<file path="src/des_block_encrypt_unit_defines.svh">
// Assertion helpers for the DES encrypt unit.
// Every check is clocked on clk and held off while rst_n is low.
`ifndef DES_BLOCK_ENCRYPT_UNIT_DEFINES_SVH
`define DES_BLOCK_ENCRYPT_UNIT_DEFINES_SVH

// Consequent must hold in the same cycle as the antecedent.
`define DESBE_ASSERT_NOW(label, ante, cons) \
    label: assert property (@(posedge clk) disable iff (!rst_n) (ante) |-> (cons)) \
        else $error("desbe check failed in the same cycle");

// Consequent must hold in the cycle after the antecedent.
`define DESBE_ASSERT_NEXT(label, ante, cons) \
    label: assert property (@(posedge clk) disable iff (!rst_n) (ante) |=> (cons)) \
        else $error("desbe check failed in the next cycle");

`endif

</file>
<file path="src/desbe_pkg.sv">
`default_nettype none

package desbe_pkg;

    localparam int BLOCK_W  = 64;
    localparam int HALF_W   = 32;
    localparam int KEY_W    = 64;
    localparam int CD_W     = 56;
    localparam int HALF_CD  = 28;
    localparam int SUBKEY_W = 48;
    localparam int ROUNDS   = 16;

    typedef logic [BLOCK_W-1:0]  block_t;
    typedef logic [HALF_W-1:0]   half_t;
    typedef logic [SUBKEY_W-1:0] subkey_t;

    // Bit positions use DES numbering: position 1 is the most significant bit.
    localparam logic [6:0] IP_TAB [64] = '{
        7'd58, 7'd50, 7'd42, 7'd34, 7'd26, 7'd18, 7'd10, 7'd2,
        7'd60, 7'd52, 7'd44, 7'd36, 7'd28, 7'd20, 7'd12, 7'd4,
        7'd62, 7'd54, 7'd46, 7'd38, 7'd30, 7'd22, 7'd14, 7'd6,
        7'd64, 7'd56, 7'd48, 7'd40, 7'd32, 7'd24, 7'd16, 7'd8,
        7'd57, 7'd49, 7'd41, 7'd33, 7'd25, 7'd17, 7'd9,  7'd1,
        7'd59, 7'd51, 7'd43, 7'd35, 7'd27, 7'd19, 7'd11, 7'd3,
        7'd61, 7'd53, 7'd45, 7'd37, 7'd29, 7'd21, 7'd13, 7'd5,
        7'd63, 7'd55, 7'd47, 7'd39, 7'd31, 7'd23, 7'd15, 7'd7
    };

    localparam logic [6:0] FP_TAB [64] = '{
        7'd40, 7'd8, 7'd48, 7'd16, 7'd56, 7'd24, 7'd64, 7'd32,
        7'd39, 7'd7, 7'd47, 7'd15, 7'd55, 7'd23, 7'd63, 7'd31,
        7'd38, 7'd6, 7'd46, 7'd14, 7'd54, 7'd22, 7'd62, 7'd30,
        7'd37, 7'd5, 7'd45, 7'd13, 7'd53, 7'd21, 7'd61, 7'd29,
        7'd36, 7'd4, 7'd44, 7'd12, 7'd52, 7'd20, 7'd60, 7'd28,
        7'd35, 7'd3, 7'd43, 7'd11, 7'd51, 7'd19, 7'd59, 7'd27,
        7'd34, 7'd2, 7'd42, 7'd10, 7'd50, 7'd18, 7'd58, 7'd26,
        7'd33, 7'd1, 7'd41, 7'd9,  7'd49, 7'd17, 7'd57, 7'd25
    };

    localparam logic [5:0] E_TAB [48] = '{
        6'd32, 6'd1,  6'd2,  6'd3,  6'd4,  6'd5,
        6'd4,  6'd5,  6'd6,  6'd7,  6'd8,  6'd9,
        6'd8,  6'd9,  6'd10, 6'd11, 6'd12, 6'd13,
        6'd12, 6'd13, 6'd14, 6'd15, 6'd16, 6'd17,
        6'd16, 6'd17, 6'd18, 6'd19, 6'd20, 6'd21,
        6'd20, 6'd21, 6'd22, 6'd23, 6'd24, 6'd25,
        6'd24, 6'd25, 6'd26, 6'd27, 6'd28, 6'd29,
        6'd28, 6'd29, 6'd30, 6'd31, 6'd32, 6'd1
    };

    localparam logic [5:0] P_TAB [32] = '{
        6'd16, 6'd7,  6'd20, 6'd21, 6'd29, 6'd12, 6'd28, 6'd17,
        6'd1,  6'd15, 6'd23, 6'd26, 6'd5,  6'd18, 6'd31, 6'd10,
        6'd2,  6'd8,  6'd24, 6'd14, 6'd32, 6'd27, 6'd3,  6'd9,
        6'd19, 6'd13, 6'd30, 6'd6,  6'd22, 6'd11, 6'd4,  6'd25
    };

    localparam logic [6:0] PC1_TAB [56] = '{
        7'd57, 7'd49, 7'd41, 7'd33, 7'd25, 7'd17, 7'd9,  7'd1,
        7'd58, 7'd50, 7'd42, 7'd34, 7'd26, 7'd18, 7'd10, 7'd2,
        7'd59, 7'd51, 7'd43, 7'd35, 7'd27, 7'd19, 7'd11, 7'd3,
        7'd60, 7'd52, 7'd44, 7'd36,
        7'd63, 7'd55, 7'd47, 7'd39, 7'd31, 7'd23, 7'd15, 7'd7,
        7'd62, 7'd54, 7'd46, 7'd38, 7'd30, 7'd22, 7'd14, 7'd6,
        7'd61, 7'd53, 7'd45, 7'd37, 7'd29, 7'd21, 7'd13, 7'd5,
        7'd28, 7'd20, 7'd12, 7'd4
    };

    localparam logic [5:0] PC2_TAB [48] = '{
        6'd14, 6'd17, 6'd11, 6'd24, 6'd1,  6'd5,
        6'd3,  6'd28, 6'd15, 6'd6,  6'd21, 6'd10,
        6'd23, 6'd19, 6'd12, 6'd4,  6'd26, 6'd8,
        6'd16, 6'd7,  6'd27, 6'd20, 6'd13, 6'd2,
        6'd41, 6'd52, 6'd31, 6'd37, 6'd47, 6'd55,
        6'd30, 6'd40, 6'd51, 6'd45, 6'd33, 6'd48,
        6'd44, 6'd49, 6'd39, 6'd56, 6'd34, 6'd53,
        6'd46, 6'd42, 6'd50, 6'd36, 6'd29, 6'd32
    };

    localparam int ROT_TAB [16] = '{1, 1, 2, 2, 2, 2, 2, 2, 1, 2, 2, 2, 2, 2, 2, 1};

    localparam logic [3:0] SBOX [8][64] = '{
        '{4'd14, 4'd4,  4'd13, 4'd1,  4'd2,  4'd15, 4'd11, 4'd8,
          4'd3,  4'd10, 4'd6,  4'd12, 4'd5,  4'd9,  4'd0,  4'd7,
          4'd0,  4'd15, 4'd7,  4'd4,  4'd14, 4'd2,  4'd13, 4'd1,
          4'd10, 4'd6,  4'd12, 4'd11, 4'd9,  4'd5,  4'd3,  4'd8,
          4'd4,  4'd1,  4'd14, 4'd8,  4'd13, 4'd6,  4'd2,  4'd11,
          4'd15, 4'd12, 4'd9,  4'd7,  4'd3,  4'd10, 4'd5,  4'd0,
          4'd15, 4'd12, 4'd8,  4'd2,  4'd4,  4'd9,  4'd1,  4'd7,
          4'd5,  4'd11, 4'd3,  4'd14, 4'd10, 4'd0,  4'd6,  4'd13},
        '{4'd15, 4'd1,  4'd8,  4'd14, 4'd6,  4'd11, 4'd3,  4'd4,
          4'd9,  4'd7,  4'd2,  4'd13, 4'd12, 4'd0,  4'd5,  4'd10,
          4'd3,  4'd13, 4'd4,  4'd7,  4'd15, 4'd2,  4'd8,  4'd14,
          4'd12, 4'd0,  4'd1,  4'd10, 4'd6,  4'd9,  4'd11, 4'd5,
          4'd0,  4'd14, 4'd7,  4'd11, 4'd10, 4'd4,  4'd13, 4'd1,
          4'd5,  4'd8,  4'd12, 4'd6,  4'd9,  4'd3,  4'd2,  4'd15,
          4'd13, 4'd8,  4'd10, 4'd1,  4'd3,  4'd15, 4'd4,  4'd2,
          4'd11, 4'd6,  4'd7,  4'd12, 4'd0,  4'd5,  4'd14, 4'd9},
        '{4'd10, 4'd0,  4'd9,  4'd14, 4'd6,  4'd3,  4'd15, 4'd5,
          4'd1,  4'd13, 4'd12, 4'd7,  4'd11, 4'd4,  4'd2,  4'd8,
          4'd13, 4'd7,  4'd0,  4'd9,  4'd3,  4'd4,  4'd6,  4'd10,
          4'd2,  4'd8,  4'd5,  4'd14, 4'd12, 4'd11, 4'd15, 4'd1,
          4'd13, 4'd6,  4'd4,  4'd9,  4'd8,  4'd15, 4'd3,  4'd0,
          4'd11, 4'd1,  4'd2,  4'd12, 4'd5,  4'd10, 4'd14, 4'd7,
          4'd1,  4'd10, 4'd13, 4'd0,  4'd6,  4'd9,  4'd8,  4'd7,
          4'd4,  4'd15, 4'd14, 4'd3,  4'd11, 4'd5,  4'd2,  4'd12},
        '{4'd7,  4'd13, 4'd14, 4'd3,  4'd0,  4'd6,  4'd9,  4'd10,
          4'd1,  4'd2,  4'd8,  4'd5,  4'd11, 4'd12, 4'd4,  4'd15,
          4'd13, 4'd8,  4'd11, 4'd5,  4'd6,  4'd15, 4'd0,  4'd3,
          4'd4,  4'd7,  4'd2,  4'd12, 4'd1,  4'd10, 4'd14, 4'd9,
          4'd10, 4'd6,  4'd9,  4'd0,  4'd12, 4'd11, 4'd7,  4'd13,
          4'd15, 4'd1,  4'd3,  4'd14, 4'd5,  4'd2,  4'd8,  4'd4,
          4'd3,  4'd15, 4'd0,  4'd6,  4'd10, 4'd1,  4'd13, 4'd8,
          4'd9,  4'd4,  4'd5,  4'd11, 4'd12, 4'd7,  4'd2,  4'd14},
        '{4'd2,  4'd12, 4'd4,  4'd1,  4'd7,  4'd10, 4'd11, 4'd6,
          4'd8,  4'd5,  4'd3,  4'd15, 4'd13, 4'd0,  4'd14, 4'd9,
          4'd14, 4'd11, 4'd2,  4'd12, 4'd4,  4'd7,  4'd13, 4'd1,
          4'd5,  4'd0,  4'd15, 4'd10, 4'd3,  4'd9,  4'd8,  4'd6,
          4'd4,  4'd2,  4'd1,  4'd11, 4'd10, 4'd13, 4'd7,  4'd8,
          4'd15, 4'd9,  4'd12, 4'd5,  4'd6,  4'd3,  4'd0,  4'd14,
          4'd11, 4'd8,  4'd12, 4'd7,  4'd1,  4'd14, 4'd2,  4'd13,
          4'd6,  4'd15, 4'd0,  4'd9,  4'd10, 4'd4,  4'd5,  4'd3},
        '{4'd12, 4'd1,  4'd10, 4'd15, 4'd9,  4'd2,  4'd6,  4'd8,
          4'd0,  4'd13, 4'd3,  4'd4,  4'd14, 4'd7,  4'd5,  4'd11,
          4'd10, 4'd15, 4'd4,  4'd2,  4'd7,  4'd12, 4'd9,  4'd5,
          4'd6,  4'd1,  4'd13, 4'd14, 4'd0,  4'd11, 4'd3,  4'd8,
          4'd9,  4'd14, 4'd15, 4'd5,  4'd2,  4'd8,  4'd12, 4'd3,
          4'd7,  4'd0,  4'd4,  4'd10, 4'd1,  4'd13, 4'd11, 4'd6,
          4'd4,  4'd3,  4'd2,  4'd12, 4'd9,  4'd5,  4'd15, 4'd10,
          4'd11, 4'd14, 4'd1,  4'd7,  4'd6,  4'd0,  4'd8,  4'd13},
        '{4'd4,  4'd11, 4'd2,  4'd14, 4'd15, 4'd0,  4'd8,  4'd13,
          4'd3,  4'd12, 4'd9,  4'd7,  4'd5,  4'd10, 4'd6,  4'd1,
          4'd13, 4'd0,  4'd11, 4'd7,  4'd4,  4'd9,  4'd1,  4'd10,
          4'd14, 4'd3,  4'd5,  4'd12, 4'd2,  4'd15, 4'd8,  4'd6,
          4'd1,  4'd4,  4'd11, 4'd13, 4'd12, 4'd3,  4'd7,  4'd14,
          4'd10, 4'd15, 4'd6,  4'd8,  4'd0,  4'd5,  4'd9,  4'd2,
          4'd6,  4'd11, 4'd13, 4'd8,  4'd1,  4'd4,  4'd10, 4'd7,
          4'd9,  4'd5,  4'd0,  4'd15, 4'd14, 4'd2,  4'd3,  4'd12},
        '{4'd13, 4'd2,  4'd8,  4'd4,  4'd6,  4'd15, 4'd11, 4'd1,
          4'd10, 4'd9,  4'd3,  4'd14, 4'd5,  4'd0,  4'd12, 4'd7,
          4'd1,  4'd15, 4'd13, 4'd8,  4'd10, 4'd3,  4'd7,  4'd4,
          4'd12, 4'd5,  4'd6,  4'd11, 4'd0,  4'd14, 4'd9,  4'd2,
          4'd7,  4'd11, 4'd4,  4'd1,  4'd9,  4'd12, 4'd14, 4'd2,
          4'd0,  4'd6,  4'd10, 4'd13, 4'd15, 4'd3,  4'd5,  4'd8,
          4'd2,  4'd1,  4'd14, 4'd7,  4'd4,  4'd10, 4'd8,  4'd13,
          4'd15, 4'd12, 4'd9,  4'd0,  4'd3,  4'd5,  4'd6,  4'd11}
    };

    function automatic block_t perm_ip(input block_t v);
        block_t     r;
        logic [5:0] idx;
        for (int i = 0; i < 64; i++)
        begin
            idx = 6'(7'd64 - IP_TAB[i]);
            r[63-i] = v[idx];
        end
        return r;
    endfunction

    function automatic block_t perm_fp(input block_t v);
        block_t     r;
        logic [5:0] idx;
        for (int i = 0; i < 64; i++)
        begin
            idx = 6'(7'd64 - FP_TAB[i]);
            r[63-i] = v[idx];
        end
        return r;
    endfunction

    function automatic subkey_t expand_e(input half_t v);
        subkey_t    r;
        logic [4:0] idx;
        for (int i = 0; i < 48; i++)
        begin
            idx = 5'(6'd32 - E_TAB[i]);
            r[47-i] = v[idx];
        end
        return r;
    endfunction

    function automatic half_t perm_p(input half_t v);
        half_t      r;
        logic [4:0] idx;
        for (int i = 0; i < 32; i++)
        begin
            idx = 5'(6'd32 - P_TAB[i]);
            r[31-i] = v[idx];
        end
        return r;
    endfunction

    function automatic logic [CD_W-1:0] perm_pc1(input logic [KEY_W-1:0] v);
        logic [CD_W-1:0] r;
        logic [5:0]      idx;
        for (int i = 0; i < 56; i++)
        begin
            idx = 6'(7'd64 - PC1_TAB[i]);
            r[55-i] = v[idx];
        end
        return r;
    endfunction

    function automatic subkey_t perm_pc2(input logic [CD_W-1:0] v);
        subkey_t    r;
        logic [5:0] idx;
        for (int i = 0; i < 48; i++)
        begin
            idx = 6'(6'd56 - PC2_TAB[i]);
            r[47-i] = v[idx];
        end
        return r;
    endfunction

    // Eight S-boxes: outer bits of each 6-bit group pick the row, inner four the column.
    function automatic half_t sbox_sub(input subkey_t x);
        half_t      r;
        logic [5:0] six;
        for (int i = 0; i < 8; i++)
        begin
            six = x[47-6*i -: 6];
            r[31-4*i -: 4] = SBOX[i][{six[5], six[0], six[4:1]}];
        end
        return r;
    endfunction

    // Total left rotation of the key halves after round rnd (0-based).
    function automatic int rot_total(input int rnd);
        int s;
        s = 0;
        for (int i = 0; i < ROUNDS; i++)
        begin
            if (i <= rnd)
            begin
                s += ROT_TAB[i];
            end
        end
        return s;
    endfunction

endpackage

`default_nettype wire

</file>
<file path="src/desbe_round.sv">
`default_nettype none

// One Feistel round: swap halves, mix the right half into the left.
module desbe_round (
    input  wire desbe_pkg::half_t   l_in,
    input  wire desbe_pkg::half_t   r_in,
    input  wire desbe_pkg::subkey_t subkey,
    output desbe_pkg::half_t        l_out,
    output desbe_pkg::half_t        r_out
);

    desbe_pkg::subkey_t mixed;
    desbe_pkg::half_t   f_val;

    always_comb
    begin
        mixed = desbe_pkg::expand_e(r_in) ^ subkey;
        f_val = desbe_pkg::perm_p(desbe_pkg::sbox_sub(mixed));
    end

    assign l_out = r_in;
    assign r_out = l_in ^ f_val;

endmodule

`default_nettype wire

</file>
<file path="config.mk">
export PLATFORM = sky130hd
export DESIGN_NAME = desbe_round
export DESIGN_NICKNAME = d
export VERILOG_FILES = /design/src/des_block_encrypt_unit_defines.svh /design/src/desbe_pkg.sv /design/src/desbe_round.sv
export SDC_FILE = /design/constraint.sdc
export NUM_CORES = 1
export LEC_CHECK = 0
export ABC_AREA = 0
export BUFFER_PORTS_ARGS = -buffer_cell sky130_fd_sc_hd__buf_2
export CORE_AREA = 3 3 106 129
export DETAILED_ROUTE_END_ITERATION = 16
export DIE_AREA = 0 0 109 132
export GPL_TIMING_DRIVEN = 0
export MAX_ROUTING_LAYER = met4
export PLACE_DENSITY = 0.79
export RECOVER_POWER = 100
export SLEW_MARGIN = 10
export SYNTH_ARGS = -nofsm -noshare
export SYNTH_HDL_FRONTEND = slang
export SYNTH_SLANG_ARGS = --single-unit
</file>
<file path="constraint.sdc">
create_clock -name vclk -period 8.97
set_input_delay 1.794 -clock vclk [all_inputs]
set_output_delay 1.794 -clock vclk [all_outputs]
set_load 0.02 [all_outputs]
</file>
# After elaboration in Yosys (flattened, before gate mapping)
# Memory sizes are Yosys's and may differ from the RTL's.
# Index checks and enable logic that the tools add are counted.
# word_totals
mem_bits_rw,0
in_bits,112
mem_bits_ro,2048
latchBits,0
n_memories,8
ff_bits,0
wordCells,42
# mem_list
name,depth,width,read_ports,rd_ports_with_merged_regs,wr,line_no,source
(no name shown),64,4,1,0,0,desbe_pkg.sv:222,"r[31-4*i -: 4] = SBOX[i][{six[5], six[0], six[4:1]}];"
(no name shown),64,4,1,0,0,desbe_pkg.sv:222,
(no name shown),64,4,1,0,0,desbe_pkg.sv:222,
(no name shown),64,4,1,0,0,desbe_pkg.sv:222,
(no name shown),64,4,1,0,0,desbe_pkg.sv:222,
(no name shown),64,4,1,0,0,desbe_pkg.sv:222,
2 more memories,n/a,n/a,n/a,n/a,n/a,n/a,
# classes
eq_ne,0
n_bitwise,10
muxes,16
n_lt_le_gt_ge,8
reduce_logical,0
n_addsub,0
div_mod_pow,0
shifts,0
n_mul,0
# ops
operator,n
$mux 4,16
$ge 7x7->1 const B,8
$not 6->7,8
$xor 48x48->48,1
$xor 32x32->32,1

# Logic depth before layout (Yosys ltp)
# depth
word_depth,6
depth_mapped,10
depth_no_buf,9

# Worst setup path before layout
# No wires, ideal clock.
# synth_path
path_kind,input-to-output
start,in r_in[28]
end,out r_out[9]
path_slack_ps,3143
path_stages,8
path_buffers,2
arrival_time_ps,4033
cell_sequence,xnor2_1 clkbuf_1 ha_1 clkbuf_1 mux4_2 a31oi_1 nand3_1 xor2_1
# synth_between
elab_chain_len,6
# synth_lines
item,line_no,source
start: declaration,desbe_round.sv:6,"input wire desbe_pkg::half_t r_in,"
$xor 48x48->48,desbe_round.sv:17,mixed = desbe_pkg::expand_e(r_in) ^ subkey;
$not 6->7 (not written as such),desbe_pkg.sv:222,
$mem_v2 64x4,n/a,
$mux 4 (not written as such) (2 in series),desbe_pkg.sv:222,
$xor 32x32->32,desbe_round.sv:22,assign r_out = l_in ^ f_val;
end: declaration,desbe_round.sv:9,output desbe_pkg::half_t r_out
# Every way passes these cells. The select of a mux whose other input is x is not followed.

# Worst setup path in the final report
# layout_path
start,in r_in[28]
end,out r_out[23]
# Same word-level chain as after synthesis.

==> qor.yml <==
fillers: 1267
status: "complete, no violations"
relSlewSlack_pct: 36.0
drt_iter0_drc: 379
met2WireLength_mm: 8.18
fin_area_um2: 6610
die_area_um2: 14400
clock_buffers: 0
syn-cell-area_um2: 5610
cp_num_buf_inv: 4
cts.repair.resized: 0
power_density_nw_per_um2: 108
slowest_stage: "mux4_2"
diodes: 0
gp_congestion: 0.956
seq_cells: 0
vias: 6245
ys_warn_count: 0
layout-drive-gt1-share_pct: 20.7
vdd_drop_max_mv: 0.0669
wl_met3_mm: 1.14
final_cell_mix: "buf_2 (124), clkbuf_1 (88), nand2_1 (75), xnor2_1 (72), ha_1 (62)"
synthTopCellsByArea: "ha_1 (14%), xnor2_1 (11%), mux4_2 (9.6%)"
die_h_um: 132
finalCritPeriodShare_pct: 74.2
regArea_um2: 0
cp_max_fo: 13
finalPower_w: 0.000716
rows: 45
critPathTopFamily: "buffers and inverters"
m1WireLength_mm: 6.27
fin_tns_setup_ns: 0
yosysTopAreaCell: "ha_1"
holdBufCountCts: 0
rsz0062_at_grt: "false"
pre_cts_slack_ns: 2.43
first_pass_iters: 5
maxSlewViolCount: 0
syn2layout_area_growth_pct: 17.8
arrival_ns: 4.86
overflow: 0
core_um2: 12600
critical_path_required_ns: 7.18
cpMostUsedCell: "clkbuf_1"
grt_start_max_net_pins: 14
final_common_cell: "buf_2"
fin_crit_ns: 6.65
dieWidth_um: 109
synth_cells: 744
placed_area_um2: 6700
hold_viol_final: 0
grt_pass1_vias: 5822
max_freq_mhz: 150
yosysSeqAreaShare_pct: 0
cts_setup_buffers: 0
maxCapViolCount: 0
io_pins: 176
grt_pass1_wl_mm: 25.6
cp-start-kind: "primary input"
hold_class: "primary input to output pin"
drc: 0
start_util_pct: 44.7
fin_ws_ns: 2.32
numPortBuffers: 176
yosys.cell_types.count: 55
path_cells: "buf_2 -> xnor2_1 -> clkbuf_1 -> ha_1 -> clkbuf_1 -> mux4_2 -> nor2_1 -> a31oi_1 -> o21ai_0 -> xnor2_1 -> clkbuf_1"
critical_path_class: "primary input to output pin"
antenna_found_initial: 0
end_kind: "output pin"
leakagePower_nw: 2.82
topRoutingLayerUsed: "met4"
syn_avg_cell_area_um2: 7.55
hpwl_mm: 12.4
synth_top_area_share_pct: 13.8
setup_viol: 0
tightest_slew_ns: 0.957
crit_path_max_incr_delay_ns: 0.56
vias_per_cell: 5.76
ant_nets: 0
grt_usage_pct: 20.8
routed_wl_mm: 15.7
nets: 1096
synth_nets: 918
drt-wirelength-per-cell_um: 14.5
-- layout make-up --
cell class / count / area (µm²) / share of cell area (%)
Tap cell: 164 / 205 / 3.10
Inverter: 39 / 146 / 2.21
Timing Repair Buffer: 176 / 802 / 12.1
Buffer: 68 / 389 / 5.88
Multi-Input combinational cell: 637 / 5070 / 76.7
-- cell usage after synthesis, types with 3 or more instances --
library cell / count
xnor2_1: 72
nor2_1: 48
o311ai_0: 3
xor2_1: 51
o21ai_0: 35
nand2b_1: 4
o32ai_1: 5
buf_2: 11
o22ai_1: 7
inv_1: 37
a211oi_1: 22
o211ai_1: 21
ha_1: 62
o2111ai_1: 7
xor2_2: 6
o31ai_1: 4
a221oi_1: 6
buf_4: 32
o221ai_1: 6
mux2i_1: 36
a21oi_1: 43
a311oi_1: 7
nand3_1: 18
or3_1: 3
a31oi_1: 15
mux4_2: 24
a2111oi_0: 4
clkbuf_1: 25
nor3_1: 22
nand2_1: 75
-- report_power, final --
| group | internal (W) | switching [W] | total (W) |
|---|---|---|---|
| sequential | 0 | 0 | 0 |
| clock | 0 | 0 | 0 |
| combinational | 0.000283 | 0.000434 | 0.000716 |
| total | 0.000283 | 0.000434 | 0.000716 |
-- per-layer routing --
| layer | vias up | global-route usage [%] |
|---|---|---|
| met2 | 311 | 38.7 |
| li1 | 3048 | - |
| met3 | 12 | 0.833 |
| met1 | 2874 | 24.7 |
| met4 | 0 | 3.37 |
| met5 | - | - |
-- cell families after synthesis --
kind of cell / count (synthesis) / synth area share, %
muxes: 64 / 17.4
adders and majority gates: 62 / 13.8
buffers and inverters: 107 / 9.54
AOI/OAI and AO/OA: 204 / 24.7
and+or+nand+nor: 177 / 13.4
xor gates and xnor gates: 130 / 21.2
-- worst paths after layout --
path	from	endpoint	slack [ns]	cells past startpoint
worst max-delay path	r_in[28]	r_out[23]	2.32	11
worst min-delay path	l_in[25]	r_out[25]	3.88	3
-- through the flow --
step	util, %	instances	hold WS (ns)
finish	52.7	1084	3.88
global route	52.7	1084	3.90
CTS	53.4	1084	3.87
detailed placement	53.4	1084	3.87
global placement	53.4	1084	3.87
floorplan	-	744	3.70
No activity file was read; power rests on OpenSTA's default activity.
